==> config.mk <==
export PLATFORM = sky130hd
export DESIGN_NAME = totp_hmac_sha1_engine
export DESIGN_NICKNAME = d
export VERILOG_FILES = /design/src/rtl/totp_pkg.sv /design/src/rtl/totp_ctrl.sv /design/src/rtl/totp_dp.sv /design/src/rtl/totp_hmac_sha1_engine.sv
export SDC_FILE = /design/constraint.sdc
export NUM_CORES = 2
export LEC_CHECK = 0
export BUFFER_PORTS_ARGS = -buffer_cell sky130_fd_sc_hd__buf_2
export CAP_MARGIN = 20
export CORE_UTILIZATION = 47
export DETAILED_ROUTE_END_ITERATION = 6
export PLACE_DENSITY_LB_ADDON = 0.3
export REMOVE_ABC_BUFFERS = 1
export SLEW_MARGIN = 20
export SYNTH_ARGS = -nofsm -noshare
export SYNTH_HDL_FRONTEND = slang
export SYNTH_SLANG_ARGS = --single-unit
==> constraint.sdc <==
create_clock -name clk -period 36.6 [get_ports clk]
set_input_delay 3.66 -clock clk [delete_from_list [all_inputs] [get_ports clk]]
set_output_delay 3.66 -clock clk [all_outputs]
set_load 0.01 [all_outputs]
==> src/rtl/totp_pkg.sv <==
`default_nettype none
package totp_pkg;

  localparam int KeyBytesMaxDef = 20;
  localparam int WindowMaxDef   = 7;
  localparam int CfgIdxW        = 3;
  localparam int CfgDataW       = 64;
  localparam int CodeW          = 27;

  // Register indexes on the configuration port.
  localparam logic [CfgIdxW-1:0] RegKey0   = 3'd0;
  localparam logic [CfgIdxW-1:0] RegKey1   = 3'd1;
  localparam logic [CfgIdxW-1:0] RegKey2   = 3'd2;
  localparam logic [CfgIdxW-1:0] RegKeyLen = 3'd3;
  localparam logic [CfgIdxW-1:0] RegDigits = 3'd4;
  localparam logic [CfgIdxW-1:0] RegPeriod = 3'd5;

  // Request kinds.
  localparam logic FuncCompute = 1'b0;
  localparam logic FuncVerify  = 1'b1;

  // Commands from the controller to the datapath.
  typedef struct packed {
    logic load;      // capture the request and start the window walk
    logic step_init; // prepare the time value of the current offset
    logic div_start; // start the time / period division
    logic div_step;  // one bit of the division
    logic blk_init;  // load chaining value and message words for a block
    logic round;     // one SHA-1 round
    logic blk_fold;  // add the working state into the chaining value
    logic mod_start; // start the truncation and decimal reduction
    logic mod_step;  // one bit of the reduction
    logic next_off;  // advance to the next offset
    logic [1:0] blk; // which of the four blocks
  } totp_cmd_t;

  // Status from the datapath to the controller.
  typedef struct packed {
    logic invalid;   // zero key length or zero period
    logic verify;    // request is a verify
    logic skip;      // offset falls below time zero
    logic last_off;  // current offset is the last one
    logic match;     // code equals the candidate
    logic div_done;
    logic mod_done;
    logic round_last;
  } totp_sts_t;

  localparam logic [31:0] ShaH0 = 32'h67452301;
  localparam logic [31:0] ShaH1 = 32'hEFCDAB89;
  localparam logic [31:0] ShaH2 = 32'h98BADCFE;
  localparam logic [31:0] ShaH3 = 32'h10325476;
  localparam logic [31:0] ShaH4 = 32'hC3D2E1F0;

  function automatic logic [31:0] rotl(input logic [31:0] x, input int n);
    logic [63:0] d;
    d = {x, x} << n;
    return d[63:32];
  endfunction

endpackage
`default_nettype wire

==> src/rtl/totp_ctrl.sv <==
`default_nettype none
module totp_ctrl (
  input  wire  logic             clk,
  input  wire  logic             rst_n,
  input  wire  logic             in_fire,
  output logic                   busy,
  output logic                   res_valid,
  input  wire  logic             out_ready,
  output totp_pkg::totp_cmd_t    cmd,
  input  wire  totp_pkg::totp_sts_t sts
);
  import totp_pkg::*;

  typedef enum logic [3:0] {
    S_IDLE, S_CHECK, S_STEP, S_DIV, S_BINIT, S_ROUND, S_FOLD, S_MOD, S_CMP, S_OUT
  } state_t;

  state_t     state_r, state_nxt;
  logic [1:0] blk_r, blk_nxt;

  assign busy      = (state_r != S_IDLE);
  assign res_valid = (state_r == S_OUT);

  always_comb begin
    state_nxt = state_r;
    blk_nxt   = blk_r;
    cmd       = '0;
    cmd.blk   = blk_r;
    unique case (state_r)
      S_IDLE: begin
        if (in_fire) begin
          cmd.load  = 1'b1;
          state_nxt = S_CHECK;
        end
      end
      S_CHECK: begin
        if (sts.invalid) state_nxt = S_OUT;
        else state_nxt = S_STEP;
      end
      S_STEP: begin
        cmd.step_init = 1'b1;
        state_nxt     = S_DIV;
      end
      S_DIV: begin
        // After STEP, the first divide step latches the offset time; a skip is handled here.
        if (sts.skip) begin
          cmd.next_off = 1'b1;
          state_nxt    = S_STEP;
        end else if (sts.div_done) begin
          blk_nxt   = 2'd0;
          state_nxt = S_BINIT;
        end else begin
          cmd.div_step = 1'b1;
        end
      end
      S_BINIT: begin
        cmd.blk_init = 1'b1;
        state_nxt    = S_ROUND;
      end
      S_ROUND: begin
        cmd.round = 1'b1;
        if (sts.round_last) state_nxt = S_FOLD;
      end
      S_FOLD: begin
        cmd.blk_fold = 1'b1;
        if (blk_r == 2'd3) begin
          cmd.mod_start = 1'b1;
          state_nxt     = S_MOD;
        end else begin
          blk_nxt   = blk_r + 2'd1;
          state_nxt = S_BINIT;
        end
      end
      S_MOD: begin
        if (sts.mod_done) state_nxt = S_CMP;
        else cmd.mod_step = 1'b1;
      end
      S_CMP: begin
        if (!sts.verify || sts.match || sts.last_off) begin
          state_nxt = S_OUT;
        end else begin
          cmd.next_off = 1'b1;
          state_nxt    = S_STEP;
        end
      end
      S_OUT: begin
        if (out_ready) state_nxt = S_IDLE;
      end
      default: state_nxt = S_IDLE;
    endcase
    if (state_r == S_STEP) cmd.div_start = 1'b1;
  end

  always_ff @(posedge clk) begin
    if (!rst_n) begin
      state_r <= S_IDLE;
      blk_r   <= 2'd0;
    end else begin
      state_r <= state_nxt;
      blk_r   <= blk_nxt;
    end
  end

  ap_cmd_single: assert property (@(posedge clk) disable iff (!rst_n)
    !(cmd.round && cmd.div_step)) else $error("round and divide at once");
  ap_out_hold: assert property (@(posedge clk) disable iff (!rst_n)
    res_valid && !out_ready |=> res_valid) else $error("result dropped");
  ap_idle_after: assert property (@(posedge clk) disable iff (!rst_n)
    res_valid && out_ready |=> !busy) else $error("not idle after result");
endmodule
`default_nettype wire

==> src/rtl/totp_dp.sv <==
`default_nettype none
module totp_dp #(
  parameter int KEY_BYTES_MAX = totp_pkg::KeyBytesMaxDef,
  parameter int WINDOW_MAX    = totp_pkg::WindowMaxDef
) (
  input  wire  logic                         clk,
  input  wire  logic                         rst_n,
  input  wire  logic                         cfg_we,
  input  wire  logic [totp_pkg::CfgIdxW-1:0] cfg_index,
  input  wire  logic [totp_pkg::CfgDataW-1:0] cfg_data,
  input  wire  logic                         req_func,
  input  wire  logic [63:0]                  req_time,
  input  wire  logic [2:0]                   req_window,
  input  wire  logic [26:0]                  req_cand,
  input  wire  totp_pkg::totp_cmd_t          cmd,
  output totp_pkg::totp_sts_t                sts,
  output logic [26:0]                        res_code,
  output logic                               res_matched,
  output logic                               res_status
);
  import totp_pkg::*;

  localparam int WinW  = (WINDOW_MAX < 1) ? 1 : $clog2(WINDOW_MAX + 1);
  localparam int OffW  = WinW + 2;
  localparam int KLenMax = (KEY_BYTES_MAX > 20) ? 20 : KEY_BYTES_MAX;

  // Configuration registers.
  logic [63:0] key0_r, key1_r;
  logic [31:0] key2_r;
  logic [4:0]  klen_r;
  logic [3:0]  digits_r;
  logic [31:0] period_r;

  always_ff @(posedge clk) begin
    if (!rst_n) begin
      key0_r <= '0; key1_r <= '0; key2_r <= '0;
      klen_r <= '0; digits_r <= 4'd6; period_r <= 32'd30;
    end else if (cfg_we) begin
      unique case (cfg_index)
        RegKey0:   key0_r   <= cfg_data;
        RegKey1:   key1_r   <= cfg_data;
        RegKey2:   key2_r   <= cfg_data[31:0];
        RegKeyLen: klen_r   <= cfg_data[4:0];
        RegDigits: digits_r <= cfg_data[3:0];
        RegPeriod: period_r <= cfg_data[31:0];
        default: ;
      endcase
    end
  end

  // Key padded to a 512-bit block, bytes beyond the length zeroed.
  logic [159:0] key_raw;
  logic [511:0] key_blk;
  logic [4:0]   klen_eff;
  assign key_raw  = {key0_r, key1_r, key2_r};
  assign klen_eff = (klen_r > 5'(KLenMax)) ? 5'(KLenMax) : klen_r;
  always_comb begin
    key_blk = '0;
    for (int i = 0; i < 20; i++) begin
      if (5'(i) < klen_eff) key_blk[511-8*i -: 8] = key_raw[159-8*i -: 8];
    end
  end

  // Request registers.
  logic        func_r;
  logic [63:0] time_r;
  logic [26:0] cand_r;
  logic [WinW-1:0] win_r;
  logic [OffW-1:0] k_r;
  logic        match_r;

  logic [WinW-1:0] win_clamp;
  assign win_clamp = (32'(req_window) > WINDOW_MAX) ? WinW'(WINDOW_MAX) : WinW'(req_window);

  // Offset time: distance = |k - win| * period, built once per offset.
  logic [OffW-1:0] step_span;
  logic            below;
  logic [63:0]     dprod_r;
  logic            skip_r;
  assign below     = (k_r < OffW'(win_r));
  assign step_span = below ? (OffW'(win_r) - k_r) : (k_r - OffW'(win_r));

  // Divider: counter = tt / period, restoring, one bit a cycle.
  logic [63:0] quo_r;
  logic [32:0] rem_r;
  logic [6:0]  dcnt_r;
  logic [32:0] rem_sh;
  assign rem_sh = {rem_r[31:0], quo_r[63]};

  // SHA-1 state.
  logic [31:0] h_r [5];
  logic [31:0] a_r, b_r, c_r, d_r, e_r;
  logic [31:0] w_r [16];
  logic [6:0]  rnd_r;
  logic [159:0] inner_r;
  logic [511:0] blk_words;

  always_comb begin
    unique case (cmd.blk)
      2'd0: blk_words = key_blk ^ {64{8'h36}};
      2'd1: blk_words = {quo_r, 8'h80, 376'd0, 64'd576};
      2'd2: blk_words = key_blk ^ {64{8'h5C}};
      default: blk_words = {inner_r, 8'h80, 280'd0, 64'd672};
    endcase
  end

  logic [31:0] f_v, k_v, tmp_v, wn_v;
  always_comb begin
    if (rnd_r < 7'd20) begin
      f_v = (b_r & c_r) | (~b_r & d_r); k_v = 32'h5A827999;
    end else if (rnd_r < 7'd40) begin
      f_v = b_r ^ c_r ^ d_r; k_v = 32'h6ED9EBA1;
    end else if (rnd_r < 7'd60) begin
      f_v = (b_r & c_r) | (b_r & d_r) | (c_r & d_r); k_v = 32'h8F1BBCDC;
    end else begin
      f_v = b_r ^ c_r ^ d_r; k_v = 32'hCA62C1D6;
    end
    tmp_v = rotl(a_r, 5) + f_v + e_r + k_v + w_r[0];
    wn_v  = rotl(w_r[13] ^ w_r[8] ^ w_r[2] ^ w_r[0], 1);
  end

  // Truncation and reduction modulo 10^digits (digits clamped to 6..8), one bit a cycle.
  logic [31:0] bin_r;
  logic [27:0] mrem_r;
  logic [5:0]  mcnt_r;
  logic [26:0] code_cur;
  logic [26:0] modv;
  logic [3:0]  dsel;
  logic [159:0] dig;
  logic [3:0]  toff;
  logic [31:0] bin_v;
  logic [27:0] mrem_sh;

  assign dsel = (digits_r < 4'd6) ? 4'd6 : ((digits_r > 4'd8) ? 4'd8 : digits_r);
  always_comb begin
    unique case (dsel)
      4'd6: modv = 27'd1000000;
      4'd7: modv = 27'd10000000;
      default: modv = 27'd100000000;
    endcase
  end
  assign dig   = {h_r[0], h_r[1], h_r[2], h_r[3], h_r[4]};
  assign toff  = dig[3:0];
  assign bin_v = dig[159 - 8*toff -: 32] & 32'h7FFFFFFF;
  assign mrem_sh = {mrem_r[26:0], bin_r[31]};

  always_ff @(posedge clk) begin
    if (cmd.load) begin
      func_r  <= req_func;
      time_r  <= req_time;
      cand_r  <= req_cand;
      win_r   <= (req_func == FuncVerify) ? win_clamp : '0;
      k_r     <= '0;
      match_r <= 1'b0;
      // A new request starts with no finished reduction.
      mcnt_r  <= '0;
    end
    if (cmd.next_off) k_r <= k_r + OffW'(1);
    if (cmd.step_init) begin
      dprod_r <= 64'(step_span) * 64'(period_r);
    end
    // Division setup is registered at the same edge as the product.
    if (cmd.div_start) begin
      skip_r <= 1'b0;
      dcnt_r <= '0;
      rem_r  <= '0;
    end
    if (cmd.div_step) begin
      if (dcnt_r == 7'd0) begin
        // First step only latches the offset time and the skip flag.
        skip_r <= below && (dprod_r > time_r);
        quo_r  <= below ? time_r - dprod_r : time_r + dprod_r;
        dcnt_r <= 7'd1;
      end else begin
        if (rem_sh >= {1'b0, period_r}) begin
          rem_r <= rem_sh - {1'b0, period_r};
          quo_r <= {quo_r[62:0], 1'b1};
        end else begin
          rem_r <= rem_sh;
          quo_r <= {quo_r[62:0], 1'b0};
        end
        dcnt_r <= dcnt_r + 7'd1;
      end
    end
    if (cmd.blk_init) begin
      if (cmd.blk == 2'd0 || cmd.blk == 2'd2) begin
        h_r[0] <= ShaH0; h_r[1] <= ShaH1; h_r[2] <= ShaH2;
        h_r[3] <= ShaH3; h_r[4] <= ShaH4;
        a_r <= ShaH0; b_r <= ShaH1; c_r <= ShaH2; d_r <= ShaH3; e_r <= ShaH4;
      end else begin
        a_r <= h_r[0]; b_r <= h_r[1]; c_r <= h_r[2]; d_r <= h_r[3]; e_r <= h_r[4];
      end
      for (int i = 0; i < 16; i++) w_r[i] <= blk_words[511-32*i -: 32];
      rnd_r <= '0;
    end
    if (cmd.round) begin
      e_r <= d_r; d_r <= c_r; c_r <= rotl(b_r, 30); b_r <= a_r; a_r <= tmp_v;
      for (int i = 0; i < 15; i++) w_r[i] <= w_r[i+1];
      w_r[15] <= wn_v;
      rnd_r <= rnd_r + 7'd1;
    end
    if (cmd.blk_fold) begin
      h_r[0] <= h_r[0] + a_r; h_r[1] <= h_r[1] + b_r; h_r[2] <= h_r[2] + c_r;
      h_r[3] <= h_r[3] + d_r; h_r[4] <= h_r[4] + e_r;
      if (cmd.blk == 2'd1) begin
        inner_r <= {h_r[0] + a_r, h_r[1] + b_r, h_r[2] + c_r, h_r[3] + d_r, h_r[4] + e_r};
      end
    end
    if (cmd.mod_start) begin
      mcnt_r <= '0;
      mrem_r <= '0;
    end
    if (cmd.mod_step) begin
      if (mcnt_r == 6'd0) begin
        bin_r <= bin_v;
      end else begin
        if (mrem_sh >= {1'b0, modv}) mrem_r <= mrem_sh - {1'b0, modv};
        else mrem_r <= mrem_sh;
        bin_r <= {bin_r[30:0], 1'b0};
      end
      mcnt_r <= mcnt_r + 6'd1;
    end
  end

  assign code_cur = mrem_r[26:0];

  assign sts.invalid    = (klen_r == 5'd0) || (period_r == 32'd0);
  assign sts.verify     = (func_r == FuncVerify);
  assign sts.skip       = skip_r && (dcnt_r == 7'd1);
  assign sts.last_off   = (k_r == OffW'({win_r, 1'b0}));
  assign sts.match      = (code_cur == cand_r);
  assign sts.div_done   = (dcnt_r == 7'd65) && !skip_r;
  assign sts.mod_done   = (mcnt_r == 6'd33);
  assign sts.round_last = (rnd_r == 7'd79);

  // Match flag kept for the result.
  logic matched_r;
  always_ff @(posedge clk) begin
    if (cmd.load) matched_r <= 1'b0;
    else if (sts.verify && sts.mod_done && sts.match) matched_r <= 1'b1;
  end

  assign res_status  = sts.invalid;
  assign res_code    = (sts.invalid || sts.verify) ? '0 : code_cur;
  assign res_matched = !sts.invalid && sts.verify && matched_r;

  ap_round_range: assert property (@(posedge clk) disable iff (!rst_n)
    cmd.round |-> rnd_r < 7'd80) else $error("round counter overrun");
  ap_mod_range: assert property (@(posedge clk) disable iff (!rst_n)
    cmd.mod_step && (mcnt_r == 6'd32) |=> mrem_r < {1'b0, modv})
    else $error("remainder out of range");
  ap_off_range: assert property (@(posedge clk) disable iff (!rst_n)
    cmd.next_off |-> k_r < OffW'({win_r, 1'b0})) else $error("offset past window");
endmodule
`default_nettype wire

==> src/rtl/totp_hmac_sha1_engine.sv <==
// Each time step runs setup, the divide, four SHA-1 blocks, the reduction and a compare;
// a request is checked first and ends in an output state; a skipped step leaves the divide after its first step.
// Verify repeats the step for up to 2*window+1 offsets and stops at the first match.
// Throughput: one request at a time; the next is taken the cycle after the result is taken.
// Reset (rst_n, synchronous, active low) returns the controller to idle and loads
// the register defaults: key zero, key length 0, 6 digits, 30-second period.
`default_nettype none
module totp_hmac_sha1_engine #(
  parameter int KEY_BYTES_MAX = totp_pkg::KeyBytesMaxDef,
  parameter int WINDOW_MAX    = totp_pkg::WindowMaxDef
) (
  input  wire  logic                          clk,
  input  wire  logic                          rst_n,
  input  wire  logic                          cfg_we,
  input  wire  logic [totp_pkg::CfgIdxW-1:0]  cfg_index,
  input  wire  logic [totp_pkg::CfgDataW-1:0] cfg_data,
  input  wire  logic                          in_tvalid,
  output logic                                in_tready,
  // time_sec[63:0], window[66:64], candidate_code[93:67], zero fill
  input  wire  logic [95:0]                   in_tdata,
  // func
  input  wire  logic                          in_tuser,
  output logic                                out_tvalid,
  input  wire  logic                          out_tready,
  // otp_code[26:0], matched[27], status[28], zero fill
  output logic [31:0]                         out_tdata
);
  import totp_pkg::*;

  totp_cmd_t   cmd;
  totp_sts_t   sts;
  logic        busy, in_fire;
  logic [26:0] res_code;
  logic        res_matched, res_status;

  assign in_tready = !busy;
  assign in_fire   = in_tvalid && in_tready;
  assign out_tdata = {3'd0, res_status, res_matched, res_code};

  totp_ctrl u_ctrl (
    .clk(clk), .rst_n(rst_n), .in_fire(in_fire), .busy(busy),
    .res_valid(out_tvalid), .out_ready(out_tready), .cmd(cmd), .sts(sts)
  );

  totp_dp #(.KEY_BYTES_MAX(KEY_BYTES_MAX), .WINDOW_MAX(WINDOW_MAX)) u_dp (
    .clk(clk), .rst_n(rst_n), .cfg_we(cfg_we), .cfg_index(cfg_index),
    .cfg_data(cfg_data), .req_func(in_tuser), .req_time(in_tdata[63:0]),
    .req_window(in_tdata[66:64]), .req_cand(in_tdata[93:67]), .cmd(cmd),
    .sts(sts), .res_code(res_code), .res_matched(res_matched), .res_status(res_status)
  );
endmodule
`default_nettype wire
==> results.cfg <==
[clock_tree]
path_clk_slew_ns = 0.06
cts.path.max_buffers = 3
htree_levels = 4
cts_hold_buf = 0
post_cts_resized = 0
cts_setup_buffers = 0
cts_tree = done
root_buffer = clkbuf_16
insertion_delay_ns = 0.88
cts.sinks = 1513
cts_made_buffers = 173

[place]
hpwl_um = 248000
place_congestion = 1.02
place_area_um2 = 95900
io_buffer_count = 197
pre_cts_ws_ns = 28.38

[route]
wl_um = 333000
firstDrtPassIters = 7
drt_iter0_drc = 9170
vias_per_cell = 6.04
post_drt_wl_per_cell_um = 27.2
drc = 3
antenna_left = 0
via_count = 74000

[critical_path]
r2r_end = u_dp.dprod_r[35]
critPathCapture = u_dp.dprod_r[35]
crit_type = flop to flop
worstPathArrival_ns = 8.86
reg2reg_from = u_dp.k_r[1]
cp_max_fo = 61
rr_worst_depth = 25
critPathLaunch = u_dp.k_r[1]
required_ns = 37.18
reg2reg_slack_ns = 28.33
end_kind = flop
start_kind = flop

[synth]
ys_async_sr_fraction_pct = 0
ys_seq_area_share_pct = 46.1
synth-seq-cells = 1513
avgSynthCellArea_um2 = 9.73
ys_types = 110
syn_inst = 9525
synth_area_um2 = 92700
yosysWarnings = 0
synth_edf_count = 1245
synth_ff_type = edfxtp_1

[power]
leakage_nw = 38.0
power_w = 0.00457
intPower_w = 0.00321
p_sw_share_pct = 29.8
p_seq_share_pct = 43.4
pwr-share-comb_pct = 18.3
clkPwrFrac_pct = 38.3
p_per_area_nw_per_um2 = 45.0
p_switching_w = 0.00136
max-vdd-ir-drop_v = 0.0000577

[grt]
grt_pass1_vias = 69000
grt_usage_pct = 32.9
grt_max_degree = 185
grt_pass1_wl_um = 475000
overflow = 0
grt_antenna_before_repair = 33

[sta]
rsz0062_at_grt = false
max_slew_margin_pct = 17.5
layout_setup_ws_ns = 28.33
fin_tns_setup_ns = 0
worst-slew-pin-transition_ns = 1.20
finalMaxSlewViolations = 0
hold_ws_ns = 0.458
finalCritPeriodShare_pct = 22.6
fin_crit_ns = 8.27
timing_hold_violations_final = 0
finalSetupViolations = 0
clock.fmax_mhz = 121
worst_clock_skew_ns = 0.0549

[finish]
layout-drive-gt1-share_pct = 7.53
nNetsFinal = 10300
seqCellArea_um2 = 42800
multi_input_area_um2 = 46200
syn2layout_area_growth_pct = 9.63
fillers = 17700
stdcell_area_um2 = 102000

[die]
die_x_um = 446
dieArea_um2 = 199000
pin_count = 203
chipHeight_um = 446
core_area_um2 = 195000
row_count = 162
start_util_pct = 47.4

[run_status]
violations = DRC
outcome = complete, but fails checks

[min_path]
hold_class = flop to flop

[flow_run]
cap_violations = 0
how the worst min path moves through the flow:
stage | endpoint | depth (start not counted) | startpoint | slack (ns)
floorplan | u_dp.matched_r | 2 | u_dp.matched_r | 0.43
global placement | u_dp.matched_r | 2 | u_dp.matched_r | 0.44
detailed placement | u_dp.matched_r | 2 | u_dp.matched_r | 0.45
CTS | u_dp.matched_r | 2 | u_dp.matched_r | 0.46
global route | u_dp.key0_r[45] | 2 | u_dp.key0_r[45] | 0.49
finish | u_dp.matched_r | 2 | u_dp.matched_r | 0.46
cell families after synthesis:
logic type	share of synthesized area, %
buffers and inverters	4.31
AO/OA/AOI/OAI	14.9
XOR/XNOR	4.17
AND/OR/NAND/NOR	16.8
other	0.00405
flip-flops	46.1
adder cells (fa/ha/maj)	10.3
multiplexers	3.39
per-stage QoR:
stage                     utilization, %  instances
after detailed placement            49.1      11900
after global placement              49.1      11900
after global routing                52.0      12200
final                               52.0      12300
after floorplan                        -       8997
after CTS                           52.0      12200
synth_stat cells (all sizes together), types with 48 or more instances:
master | count | share of area (%)
nand2 | 1550 | 6.3
edfxtp | 1245 | 40
nor2 | 759 | 3.1
a21oi | 625 | 3.4
o21ai | 574 | 3.1
inv | 507 | 2.1
clkbuf | 446 | 1.8
ha | 411 | 5.5
and2 | 290 | 2.0
xnor2 | 281 | 2.7
dfxtp | 268 | 5.8
fa | 220 | 4.8
nand3 | 206 | 1.1
a21boi | 200 | 1.6
mux2i | 189 | 2.0
nor3 | 171 | 0.93
xor2 | 160 | 1.5
nand2b | 159 | 1.1
a21o | 126 | 1.0
nor2b | 101 | 0.68
a211oi | 97 | 0.79
buf | 84 | 0.44
o21a | 60 | 0.49
a31oi | 48 | 0.35
sequential cells by signal (all words and copies together), names as in the netlist, 27 cells and up:
| name | flops |
|---|---|
| u_dp.w_r | 512 |
| u_dp.h_r | 160 |
| u_dp.inner_r | 160 |
| u_dp.key0_r | 64 |
| u_dp.key1_r | 64 |
| u_dp.quo_r | 64 |
| u_dp.time_r | 64 |
| u_dp.dprod_r | 37 |
| u_dp.a_r | 32 |
| u_dp.b_r | 32 |
| u_dp.bin_r | 32 |
| u_dp.c_r | 32 |
| u_dp.d_r | 32 |
| u_dp.e_r | 32 |
| u_dp.key2_r | 32 |
| u_dp.period_r | 32 |
| u_dp.rem_r | 32 |
| u_dp.cand_r | 27 |
| u_dp.mrem_r | 27 |
critical path, cell delays in order (launching register included):
cell	delay, ns
edfxtp_1	0.50
inv_1	0.13
ha_1	0.32
nor2b_1	0.13
o21ai_1	0.14
or4b_2	0.59
buf_4	0.37
mux2i_1	0.28
xnor2_4	0.90
and2_1	0.28
fa_1	0.42
fa_1	0.52
inv_1	0.06
fa_1	0.47
inv_1	0.04
ha_1	0.39
nand4_1	0.20
or2_2	0.38
or3_1	0.36
o22ai_1	0.30
o21ai_1	0.17
a21oi_1	0.22
nor4_1	0.10
o31ai_1	0.39
o41ai_1	0.14
xnor2_1	0.14
layer usage:
| metal | routed length [um] | share of wire (%) | global-route usage [%] | up-vias |
|---|---|---|---|---|
| met2 | 137000 | 41 | 46.4 | 3768 |
| met4 | 20400 | 6.1 | 17.9 | 22 |
| met1 | 134000 | 40 | 44.7 | 36200 |
| met5 | 128 | 0.038 | 0 | - |
| li1 | - | - | - | 33400 |
| met3 | 41400 | 12 | 10.5 | 644 |
power groups by stage:
stage          combinational [W]  clock [W]  sequential, W
6_report                0.000839    0.00175        0.00198
3_5_place_dp            0.000826          0        0.00202
3_3_place_gp            0.000814          0        0.00202
5_1_grt                 0.000923    0.00183        0.00199
4_1_cts                 0.000831    0.00176        0.00198
2_1_floorplan           0.000591          0        0.00202
cell type report:
class / count / area share (%)
Antenna cell: 23 / 0.0566
Multi-Input combinational cell: 6976 / 45.5
Sequential cell: 1513 / 42.1
Clock inverter: 101 / 1.02
Tap cell: 2624 / 3.23
Timing Repair Buffer: 290 / 1.74
Clock buffer: 221 / 4.54
Inverter: 508 / 1.88
cell usage in the layout, fill, tap and decap left out, types with 39 or more instances in the layout:
cell	synthesis	routed
nand2_1	1548	1542
edfxtp_1	1245	1245
nor2_1	756	745
a21oi_1	625	624
o21ai_0	537	535
inv_1	506	504
ha_1	411	406
and2_1	290	289
xnor2_1	281	280
dfxtp_1	268	268
fa_1	220	220
nand3_1	206	205
a21boi_0	198	196
buf_2	25	196
mux2i_1	189	188
clkbuf_16	0	174
nor3_1	170	166
xor2_1	160	160
nand2b_1	159	159
a21o_1	126	126
nor2b_1	101	101
a211oi_1	96	96
buf_4	9	86
o21a_1	60	60
nand4_1	47	47
a31oi_1	46	46
o211ai_1	44	44
mux2_2	43	43
o21bai_1	43	42
clkbuf_1	444	39
Note: power is estimated with default switching activity, not from simulation.
